## config.mk

```make
export PLATFORM = sky130hd
export DESIGN_NAME = tnps_ram
export DESIGN_NICKNAME = d
export VERILOG_FILES = /design/src/tnps_ram.sv
export SDC_FILE = /design/constraint.sdc
export NUM_CORES = 1
export LEC_CHECK = 0
export CELL_PAD_IN_SITES_DETAIL_PLACEMENT = 1
export CELL_PAD_IN_SITES_GLOBAL_PLACEMENT = 2
export CORE_MARGIN = 1.5
export CORE_UTILIZATION = 51
export DETAILED_ROUTE_END_ITERATION = 8
export DONT_BUFFER_PORTS = 1
export MAX_ROUTING_LAYER = met4
export PLACE_DENSITY = 0.77
export SYNTH_ARGS = -nofsm -noshare
export SYNTH_HDL_FRONTEND = slang
export SYNTH_SLANG_ARGS = --single-unit
```

## constraint.sdc

```tcl
create_clock -name i_clk -period 3.1 [get_ports i_clk]
set_input_delay 0.31 -clock i_clk [delete_from_list [all_inputs] [get_ports i_clk]]
set_output_delay 0.31 -clock i_clk [all_outputs]
set_load 0.01 [all_outputs]
```

## src/tnps_ram.sv

```systemverilog
// Generic single-write, single-read synchronous RAM with a registered read.
module tnps_ram #(
    parameter int WIDTH = 16,
    parameter int DEPTH = 64,
    localparam int ADDR_W = (DEPTH > 1) ? $clog2(DEPTH) : 1
) (
    input  logic              i_clk,
    input  logic              i_we,
    input  logic [ADDR_W-1:0] i_waddr,
    input  logic [WIDTH-1:0]  i_wdata,
    input  logic [ADDR_W-1:0] i_raddr,
    output logic [WIDTH-1:0]  o_rdata
);

    logic [WIDTH-1:0] r_mem [DEPTH];
    logic [WIDTH-1:0] r_rdata;

    always_ff @(posedge i_clk) begin
        if (i_we) begin
            r_mem[i_waddr] <= i_wdata;
        end
        r_rdata <= r_mem[i_raddr];
    end

    assign o_rdata = r_rdata;

endmodule

```

==> results of run 1 <==
-- cell usage in the layout, fill, tap and decap left out, types with 4 or more instances in the layout --
| cell type | netlist | layout |
|---|---|---|
| dfxtp_1 | 16 | 16 |
| a22o_1 | 6 | 6 |
| a211oi_1 | 8 | 8 |
| nand4_1 | 12 | 12 |
| mux4_2 | 220 | 220 |
| a221oi_1 | 16 | 16 |
| nor2b_1 | 30 | 30 |
| clkinv_1 | 0 | 23 |
| a211o_1 | 8 | 8 |
| o21ai_0 | 5 | 5 |
| buf_4 | 13 | 82 |
| bufinv_16 | 0 | 10 |
| clkbuf_16 | 0 | 107 |
| a221o_1 | 6 | 6 |
| edfxtp_1 | 1024 | 1024 |
| clkbuf_1 | 24 | 24 |
| a22oi_1 | 39 | 39 |
| and4_1 | 5 | 5 |
| a311oi_1 | 8 | 8 |
| mux2i_1 | 85 | 85 |
| nand2_1 | 59 | 59 |
| nand3_1 | 24 | 24 |
| clkinv_2 | 0 | 20 |
| a31oi_1 | 8 | 8 |
| nor2_1 | 72 | 72 |
| a41oi_1 | 5 | 5 |
| buf_16 | 0 | 16 |
| mux4_1 | 4 | 4 |
| a21oi_1 | 17 | 17 |
| mux2_2 | 27 | 27 |
-- critical path, stage by stage --
cell and delay (ns):
mux4_2 0.88, a22oi_1 0.38, nand3_1 0.41, and4_1 0.36
-- power by group through the flow --
stage	clock, µW	sequential [µW]	combinational (µW)
floorplan	0	15900	806
global placement	0	15900	821
detailed placement	0	15900	833
CTS	12700	15700	1150
global route	13200	15700	1190
finish	12500	15700	1150
-- through the flow --
| step | cells | utilization, % |
|---|---|---|
| after CTS | 3065 | 58.16 |
| after global placement | 2848 | 53.17 |
| after floorplan | 1829 | - |
| final | 3066 | 58.17 |
| after global routing | 3065 | 58.16 |
| after detailed placement | 2848 | 53.17 |
-- area by class of cell --
| cell class | instances | area, µm² | share of cell area, % |
|---|---|---|---|
| diodes | 1 | 2.502 | 0.005544 |
| multi-input cells | 685 | 8249 | 18.28 |
| repair buffers | 102 | 1106 | 2.451 |
| flip-flops and latches | 1040 | 31070 | 68.84 |
| clock inverters | 65 | 609.3 | 1.350 |
| clock buffers | 133 | 2795 | 6.193 |
| well taps | 1040 | 1301 | 2.883 |
-- worst max-delay path by stage --
stage,startpoint,end
after floorplan,i_waddr[3],r_mem[48][0]
after global placement,i_raddr[2],o_rdata[6]
after detailed placement,i_raddr[2],o_rdata[6]
after CTS,r_mem[30][5],o_rdata[5]
after global routing,r_mem[11][11],o_rdata[11]
final,i_raddr[0],o_rdata[2]
-- logic make-up (layout without fill, tap and decap cells) --
logic type,Yosys count,count (layout),share of synthesized area [%]
and+or+nand+nor,220,220,2.647
DFF,1040,1040,77.59
AOI/OAI and AO/OA,129,129,2.409
muxes,336,336,15.52
buffers and inverters,104,300,1.831
other,0,1,0
-- registers in the layout, summed over array words and instances, names as in the netlist --
name     flops
o_rdata     16
r_mem     1024
-- routing by layer --
metal  track usage [%]  wire length, µm  vias to the layer above
met5                 -                0                        -
met4             6.711             2142                        0
li1                  -                -                     7894
met2             41.14            49630                      797
met1             36.79            42020                    10520
met3             4.211             7145                      127
-- what timing repair did --
action | in CTS | in global routing
endpoints found under the hold margin | 1035 | 0
setup endpoints to repair | 0 | 0
hold buffers | 19 | 0
==> reports/qor.yml, run 1 <==
status: "finished, final reports clean"
cp.required_ns: 3.66
path_clk_slew_ns: 0.06
rrSetupSlack_ns: 0.78
start_util_pct: 51.60
rows: 102
nFillCells: 6521
r2r_start: "r_mem[11][9]"
via_per_inst: 6.306
clock_latency_ns: 0.67
synth_cell_types: 43
p_leak_uw: 0.01427
core-area_um2: 77590
cts_sinks: 1040
setup_tns_ns: 0
place_hpwl_mm: 56.47
rsz0062_at_grt: "no"
cp_max_fo: 260
gp_congestion: 0.8617
p_clk_share_pct: 42.7
postLayoutCellArea_um2: 45130
critPathKind: "in -> reg"
overflow: 0
cts_tree: "built"
r2r-end: "o_rdata[9]"
ys_ff_latch: 1040
syn_area_per_cell_um2: 21.89
grt_usage_pct: 26.36
vias: 19340
hold_path.class: "in -> reg"
synth_commonest_cells: "1024 x edfxtp_1, 220 x mux4_2, 85 x mux2i_1"
cts.path.max_buffers: 3
first_iter_violations: 2032
final.min_clock_period_ns: 2.365
synth_cells: 1829
postCtsSetupRepairBufs: 0
nNetsFinal: 1964
synth_top_cell_area_share_pct: 76.79
ys_async_sr_fraction_pct: 0
hold_viol: 0
comb_power_share_pct: 3.9
hp-start: "i_wdata[0]"
first_global_vias: 20130
worstHoldPathCells: 1
post_cts_resized: 0
port_buffers: 0
finalWorstSetupSlack_ns: 0.7355
root_buffer: "clkbuf_16"
yosys.cell_count.top_type: "edfxtp_1"
synth_area_leaders: "edfxtp_1 77%, mux4_2 12%, mux2i_1 2.1%"
reg2reg_depth: 5
pre_cts_ws_ns: 0.7240
antenna_found_initial: 5
synth_seq_area_share_pct: 77.59
power_uw: 29330
hold_ws_ns: 0.008556
syn2layout_area_growth_pct: 12.71
finalSetupViolCount: 0
io_pins: 46
fmaxAchievable_ghz: 0.4229
drive_gt1_share_pct: 24.99
min_period_over_period_pct: 76.28
wl_per_cell_um: 32.92
synth_nets: 1859
firstDrtPassIters: 5
powerDensity_nw_per_um2: 649.8
synth_edf_count: 1024
maxCapViolations: 0
power_switching_uw: 6032
p_int_uw: 23290
dominantRegCellSynth: "edfxtp_1"
tightest_slew_ns: 1.389
critPathArrivalTime_ns: 2.93
relSlewSlack_pct: 7.382
grt_pass1_wl_mm: 147.0
netSwitchingFraction_pct: 20.57
min_to: "r_mem[34][0]"
synth_warnings: 0
ant_nets: 0
grt_start_max_net_pins: 261
ctsHtreeMaxLevel: 3
end_kind: "flip-flop"
die_w_um: 283.2
die_h_um: 283.2
max-vdd-ir-drop_mv: 0.4862
synth_top_area_cell: "edfxtp_1"
startpoint_type: "input pin"
fp.dieArea_um2: 80210
drc_errors: 0
slew_violations: 0
final.setup_skew_ns: 0.02412
synthesis.area_um2: 40040
cts_buffers: 105
p_seq_share_pct: 53.4
place_area_um2: 41260
wl_mm: 100.9
No activity file was read; power rests on OpenSTA's default activity.
==> run 2: changes to the inputs <==
--- a/config.mk
+++ b/config.mk
@@ -8,11 +8,11 @@
 export CELL_PAD_IN_SITES_DETAIL_PLACEMENT = 1
 export CELL_PAD_IN_SITES_GLOBAL_PLACEMENT = 2
 export CORE_MARGIN = 1.5
-export CORE_UTILIZATION = 51
+export CORE_UTILIZATION = 46
 export DETAILED_ROUTE_END_ITERATION = 8
 export DONT_BUFFER_PORTS = 1
 export MAX_ROUTING_LAYER = met4
-export PLACE_DENSITY = 0.77
+export PLACE_DENSITY = 0.73
 export SYNTH_ARGS = -nofsm -noshare
 export SYNTH_HDL_FRONTEND = slang
 export SYNTH_SLANG_ARGS = --single-unit
==> constraint.sdc (replaced) <==
create_clock -name i_clk -period 2.03 [get_ports i_clk]
set_input_delay 0.203 -clock i_clk [delete_from_list [all_inputs] [get_ports i_clk]]
set_output_delay 0.203 -clock i_clk [all_outputs]
set_load 0.01 [all_outputs]
==> run 2 against run 1 <==
Sequential cell count unchanged. Die area up 11%. Clock power up 54%. Critical endpoint is now o_rdata[15]. Wire length up 0.96%. Utilization down 4.4 points. Critical path depth up 1. Sequential share of layout area down 2.0 points. Largest power group unchanged. Worst setup slack worse by 0.73 ns.
==> reports/qor.yml, run 2 (synthesis gave the netlist of run 1 again) <==
cp_max_fo: 1  # -99.6%
finalSetupViolCount: 0  # unchanged
io_pins: 46  # unchanged
startpoint_type: "flip-flop"
cp_num_buf_inv: 0  # unchanged
grt_start_max_net_pins: 261  # unchanged
largest_register_ffs: 1024  # unchanged
min_period_over_period_pct: 99.59
drive_gt1_share_pct: 27.76  # +2.8 points
slew_violations: 0  # unchanged
antenna_found_initial: 6  # +1
tightest_slew_ns: 0.9264  # -0.4629 ns
rows: 108  # +5.9%
place_hpwl_mm: 57.41  # +1.7%
hold_viol: 0  # unchanged
gp_congestion: 0.8405  # -2.5%
critPathKind: "reg -> reg"
via_per_inst: 5.991  # -5.0%
cts.path.max_buffers: 3  # unchanged
core-area_um2: 86480  # +11%
end_kind: "flip-flop"
syn2layout_area_growth_pct: 16.17
port_buffers: 0  # unchanged
cts_buffers: 105  # unchanged
powerDensity_nw_per_um2: 967.7  # +49%
wl_per_cell_um: 31.19  # -5.3%
die_w_um: 298.0  # +5.2%
cp.required_ns: 2.52  # -1.14 ns
status: "finished, final reports clean"
vias: 19570  # +1.2%
ctsHtreeMaxLevel: 3  # unchanged
layout_commonest_cell: "edfxtp_1"
maxCapViolations: 0  # unchanged
first_global_vias: 20530  # +2.0%
die_h_um: 298.0  # +5.2%
wl_mm: 101.9  # +0.96%
max-vdd-ir-drop_mv: 0.5668  # +17%
clock_latency_ns: 0.66  # about the same
critPathTopFamily: "compound AO/OA/AOI/OAI gates"
postLayoutCellArea_um2: 46520  # +3.1%
final.min_clock_period_ns: 2.022
setup_tns_ns: 0  # unchanged
overflow: 0  # unchanged
final.setup_skew_ns: 0.02009  # -0.004026 ns
rsz0062_at_grt: "no"
fp.dieArea_um2: 88830  # +11%
critPathArrivalTime_ns: 2.51  # -0.42 ns
path_clk_slew_ns: 0.06  # about the same
hold_path.class: "in -> reg"
grt_usage_pct: 24.01  # -2.4 points
slowest_stage: "mux4_2"
ant_nets: 0  # unchanged
post-route-util_pct: 53.79  # -4.4 points
path_cells: "mux4_2 > nor2b_1 > a211o_1 > a31oi_2 > a311oi_1"
start_util_pct: 46.30  # -5.3 points
nFillCells: 7475  # +15%
cts_tree: "built"
final_cell_mix: "1024 x edfxtp_1, 220 x mux4_2, 115 x buf_4"
place_area_um2: 42370  # +2.7%
registers.top_by_ff_count: "r_mem"
cts_sinks: 1040  # unchanged
fmaxAchievable_ghz: 0.4946
grt_pass1_wl_mm: 148.7  # +1.1%
nNetsFinal: 2051  # +4.4%
first_iter_violations: 1837  # -9.6%
relSlewSlack_pct: 37.59  # +30 points
firstDrtPassIters: 5  # unchanged
root_buffer: "clkbuf_16"
drc_errors: 0  # unchanged
cp_slowest_stage_delay_ns: 0.47  # -0.41 ns
p_leak_uw: 0.01480  # +3.7%
hold_ws_ns: 0.03497  # +0.02642 ns
## run 2: cell types whose count changed in the layout (fill, tap and decap cells not counted), sizes merged
cell,delta
buf,+69
bufinv,+1
clkbuf,-2
clkinv,-1
diode,+4
dlygate4sd3,+18
inv,-3
## run 2: worst register-to-register path, stage by stage (launching register included)
cell and delay (ns):
edfxtp_1 0.37, mux4_2 0.47, nor2b_1 0.15, a211o_1 0.34, a31oi_2 0.35, a311oi_1 0.17
## run 2: timing repair
item / CTS / global route
pin swaps: 0 / 1
hold buffers: 37 / 0
setup endpoints to repair: 4 / 6
cloned: 0 / 0
resized for setup: 5 / 9
setup buffers: 0 / 0
hold endpoints to repair: 1084 / 0
## run 2: per-layer routing
layer / global-route usage, % / vias up / share of wire, %
li1: - / 8087 / -
met1: 32.81 / 10610 / 42
met2: 37.05 / 731 / 48
met3: 4.674 / 149 / 7.0
met4: 6.841 / 0 / 2.5
met5: - / - / 0
## run 2: final timing paths
path	slack, ns	from	depth (start not counted)	to
setup / recovery	0.008	r_mem[11][15]	5	o_rdata[15]
hold / removal	0.03	i_raddr[4]	3	o_rdata[0]
setup reg to reg	0.008	r_mem[11][15]	5	o_rdata[15]
hold reg to reg	0.93	r_mem[36][14]	4	o_rdata[14]
## run 2: where the power goes
part	total (µW)	switching [µW]	internal (µW)
Clock	19200	7950	11200
Sequential	23900	123	23800
Combinational	1930	1040	887
Total	45000	9120	35900
## run 2: stage by stage
stage / setup slack (ns) / std cells / total power [µW]
after CTS: 0.01474 / 3262 / 45290
after floorplan: -0.1308 / 1829 / 25520
final: 0.008262 / 3267 / 45010
after global routing: 0.004112 / 3267 / 46120
after detailed placement: -0.1989 / 3032 / 25720
after global placement: -0.1407 / 3032 / 25690
## run 2: layout make-up
class	instances	area (µm²)	area share (%)
flip-flops and latches	1040	31070	66.79
well taps	1155	1445	3.107
repair buffers	189	2255	4.847
multi-input cells	685	8324	17.89
clock buffers	131	2839	6.103
clock inverters	62	571.8	1.229
diodes	5	12.51	0.02690
==> run 3: changes to the inputs <==
--- a/config.mk
+++ b/config.mk
@@ -13,6 +13,7 @@
 export DONT_BUFFER_PORTS = 1
 export MAX_ROUTING_LAYER = met4
 export PLACE_DENSITY = 0.73
+export SETUP_SLACK_MARGIN = 0.3
 export SYNTH_ARGS = -nofsm -noshare
 export SYNTH_HDL_FRONTEND = slang
 export SYNTH_SLANG_ARGS = --single-unit
==> run 3 against run 2 <==
The flow now finishes with violations (hold timing, setup timing). Via count is 0.27% lower. Worst hold slack worse by 0.19 ns. Sequential power hardly changed. Clock skew rose by 0.011 ns. Cell area up 1.6%. Combinational power increased by 9%. Global-route usage about the same. Critical endpoint is now o_rdata[3]. Largest cell class unchanged. Largest power group unchanged.
==> reports/qor.yml, run 3 (synthesis gave the netlist of run 1 again) <==
status: "finished with violations"
violations: "hold timing, setup timing"
drive_gt1_share_pct: 32.43  # +4.7 points
layout_commonest_cell: "edfxtp_1"
drc_errors: 0  # unchanged
wl_per_cell_um: 31.30  # +0.36%
die_w_um: 298.0  # unchanged
min_period_over_period_pct: 103.3  # +3.8 points
fmaxAchievable_ghz: 0.4767  # -3.6%
nFillCells: 7356  # -1.6%
nNetsFinal: 2036  # -0.73%
start_util_pct: 46.30  # unchanged
largest_register_ffs: 1024  # unchanged
wl_mm: 102.0  # about the same
first_iter_violations: 2130  # +16%
vias: 19520  # -0.27%
cp.required_ns: 2.55  # +0.03 ns
max-vdd-ir-drop_mv: 0.6447  # +14%
finalWorstSetupSlack_ns: -0.06789  # -0.07615 ns
critPathArrivalTime_ns: 2.62  # +0.11 ns
place_area_um2: 42470  # +0.24%
hp-start: "i_raddr[5]"
slew_violations: 0  # unchanged
final_cell_mix: "1024 x edfxtp_1, 221 x mux4_2, 104 x clkbuf_16"
ctsHtreeMaxLevel: 3  # unchanged
path_clk_slew_ns: 0.06  # about the same
grt_start_max_net_pins: 261  # unchanged
port_buffers: 0  # unchanged
r2r_start: "r_mem[21][13]"
antenna_found_initial: 12  # +6
final.min_clock_period_ns: 2.098  # +0.07615 ns
firstDrtPassIters: 5  # unchanged
via_per_inst: 5.993  # about the same
cts_sinks: 1040  # unchanged
grt_usage_pct: 23.97  # -0.038 points
rows: 108  # unchanged
clock_latency_ns: 0.69  # +0.03 ns
regArea_um2: 31070  # unchanged
hold_viol: 8  # +8
syn2layout_area_growth_pct: 18.04
p_leak_uw: 0.01486  # +0.43%
grt_pass1_wl_mm: 147.6  # -0.74%
first_global_vias: 20520  # -0.049%
cts-hold-fix-buffers: 38  # +2.7%
gp_congestion: 0.8201  # -2.4%
startpoint_type: "input pin"
end_kind: "flip-flop"
maxCapViolations: 0  # unchanged
min_to: "o_rdata[11]"
cp_max_fo: 260  # +259
fp.dieArea_um2: 88830  # unchanged
multiInputGateArea_um2: 8982  # +7.9%
rrSetupSlack_ns: 0.19  # +0.18 ns
hold_path.class: "in -> reg"
final.setup_skew_ns: 0.03145  # +0.01135 ns
hold_ws_ns: -0.1578  # -0.1927 ns
core-area_um2: 86480  # unchanged
tightest_slew_ns: 1.391  # +0.4648 ns
cts_buffers: 104  # -0.95%
cts.path.max_buffers: 3  # unchanged
registers.top_by_ff_count: "r_mem"
worstHoldPathCells: 2  # -1
overflow: 0  # unchanged
cts_tree: "built"
io_pins: 46  # unchanged
reg2reg_depth: 5  # unchanged
relSlewSlack_pct: 7.250  # -30 points
ant_nets: 0  # unchanged
r2r-end: "o_rdata[13]"
die_h_um: 298.0  # unchanged
powerDensity_nw_per_um2: 975.9  # +0.84%
postLayoutCellArea_um2: 47270  # +1.6%
finalSetupViolCount: 2  # +2
rsz0062_at_grt: "yes"
root_buffer: "clkbuf_16"
critPathKind: "in -> reg"
place_hpwl_mm: 56.03  # -2.4%
run 3: worst max path at each step:
stage                   end         start
2_1_floorplan  r_mem[46][0]    i_waddr[4]
3_3_place_gp     o_rdata[6]    i_raddr[0]
3_5_place_dp     o_rdata[9]  r_mem[11][9]
4_1_cts          o_rdata[9]  r_mem[11][9]
5_1_grt          o_rdata[0]   r_mem[5][0]
6_report         o_rdata[3]    i_raddr[0]
run 3: timing repair:
action | in CTS | in global routing
gates cloned | 0 | 0
pin swaps | 25 | 15
endpoints found under the setup margin | 16 | 16
hold endpoints to repair | 1077 | 8
buffers inserted | 0 | 0
resized for setup | 82 | 21
run 3: routing by layer:
metal | vias up | track usage (%) | part of all wire [%]
li1 | 8053 | - | -
met1 | 10560 | 31.89 | 41
met2 | 758 | 37.64 | 50
met3 | 146 | 4.543 | 7.1
met4 | 0 | 7.687 | 2.5
met5 | - | - | 0
run 3: area by class of cell:
cell class / instances / share of cell area [%]
sequential: 1040 / 65.73
multi-input combinational: 685 / 19.00
clock inverter: 72 / 1.840
antenna: 5 / 0.02647
clock buffer: 125 / 5.779
tap: 1155 / 3.057
timing repair buffer: 175 / 4.561
run 3: worst max-delay path, stage by stage:
cell,delay (ns)
mux4_2,0.94
mux2_2,0.32
a221oi_2,0.41
a311oi_2,0.12
run 3: report_power, final:
group / internal (µW) / leakage, µW / total [µW] / switching (µW)
sequential: 23800 / 0.00935 / 23900 / 120
combinational: 962 / 0.00378 / 2100 / 1130
clock: 11900 / 0.00173 / 20100 / 8240
total: 36600 / 0.0149 / 46100 / 9490
run 3: per-stage QoR:
step / util (%) / cells / total power, µW / setup slack, ns / TNS (ns)
3_5_place_dp: 49.11 / 3017 / 25740 / -0.06329 / -0.1727
5_1_grt: 54.65 / 3257 / 47250 / 0.1353 / 0
4_1_cts: 54.52 / 3252 / 46390 / 0.2224 / 0
6_report: 54.65 / 3257 / 46130 / -0.06789 / -0.07309
2_1_floorplan: - / 1829 / 25540 / 0.09636 / 0
3_3_place_gp: 49.11 / 3017 / 25710 / -0.06572 / -0.2098
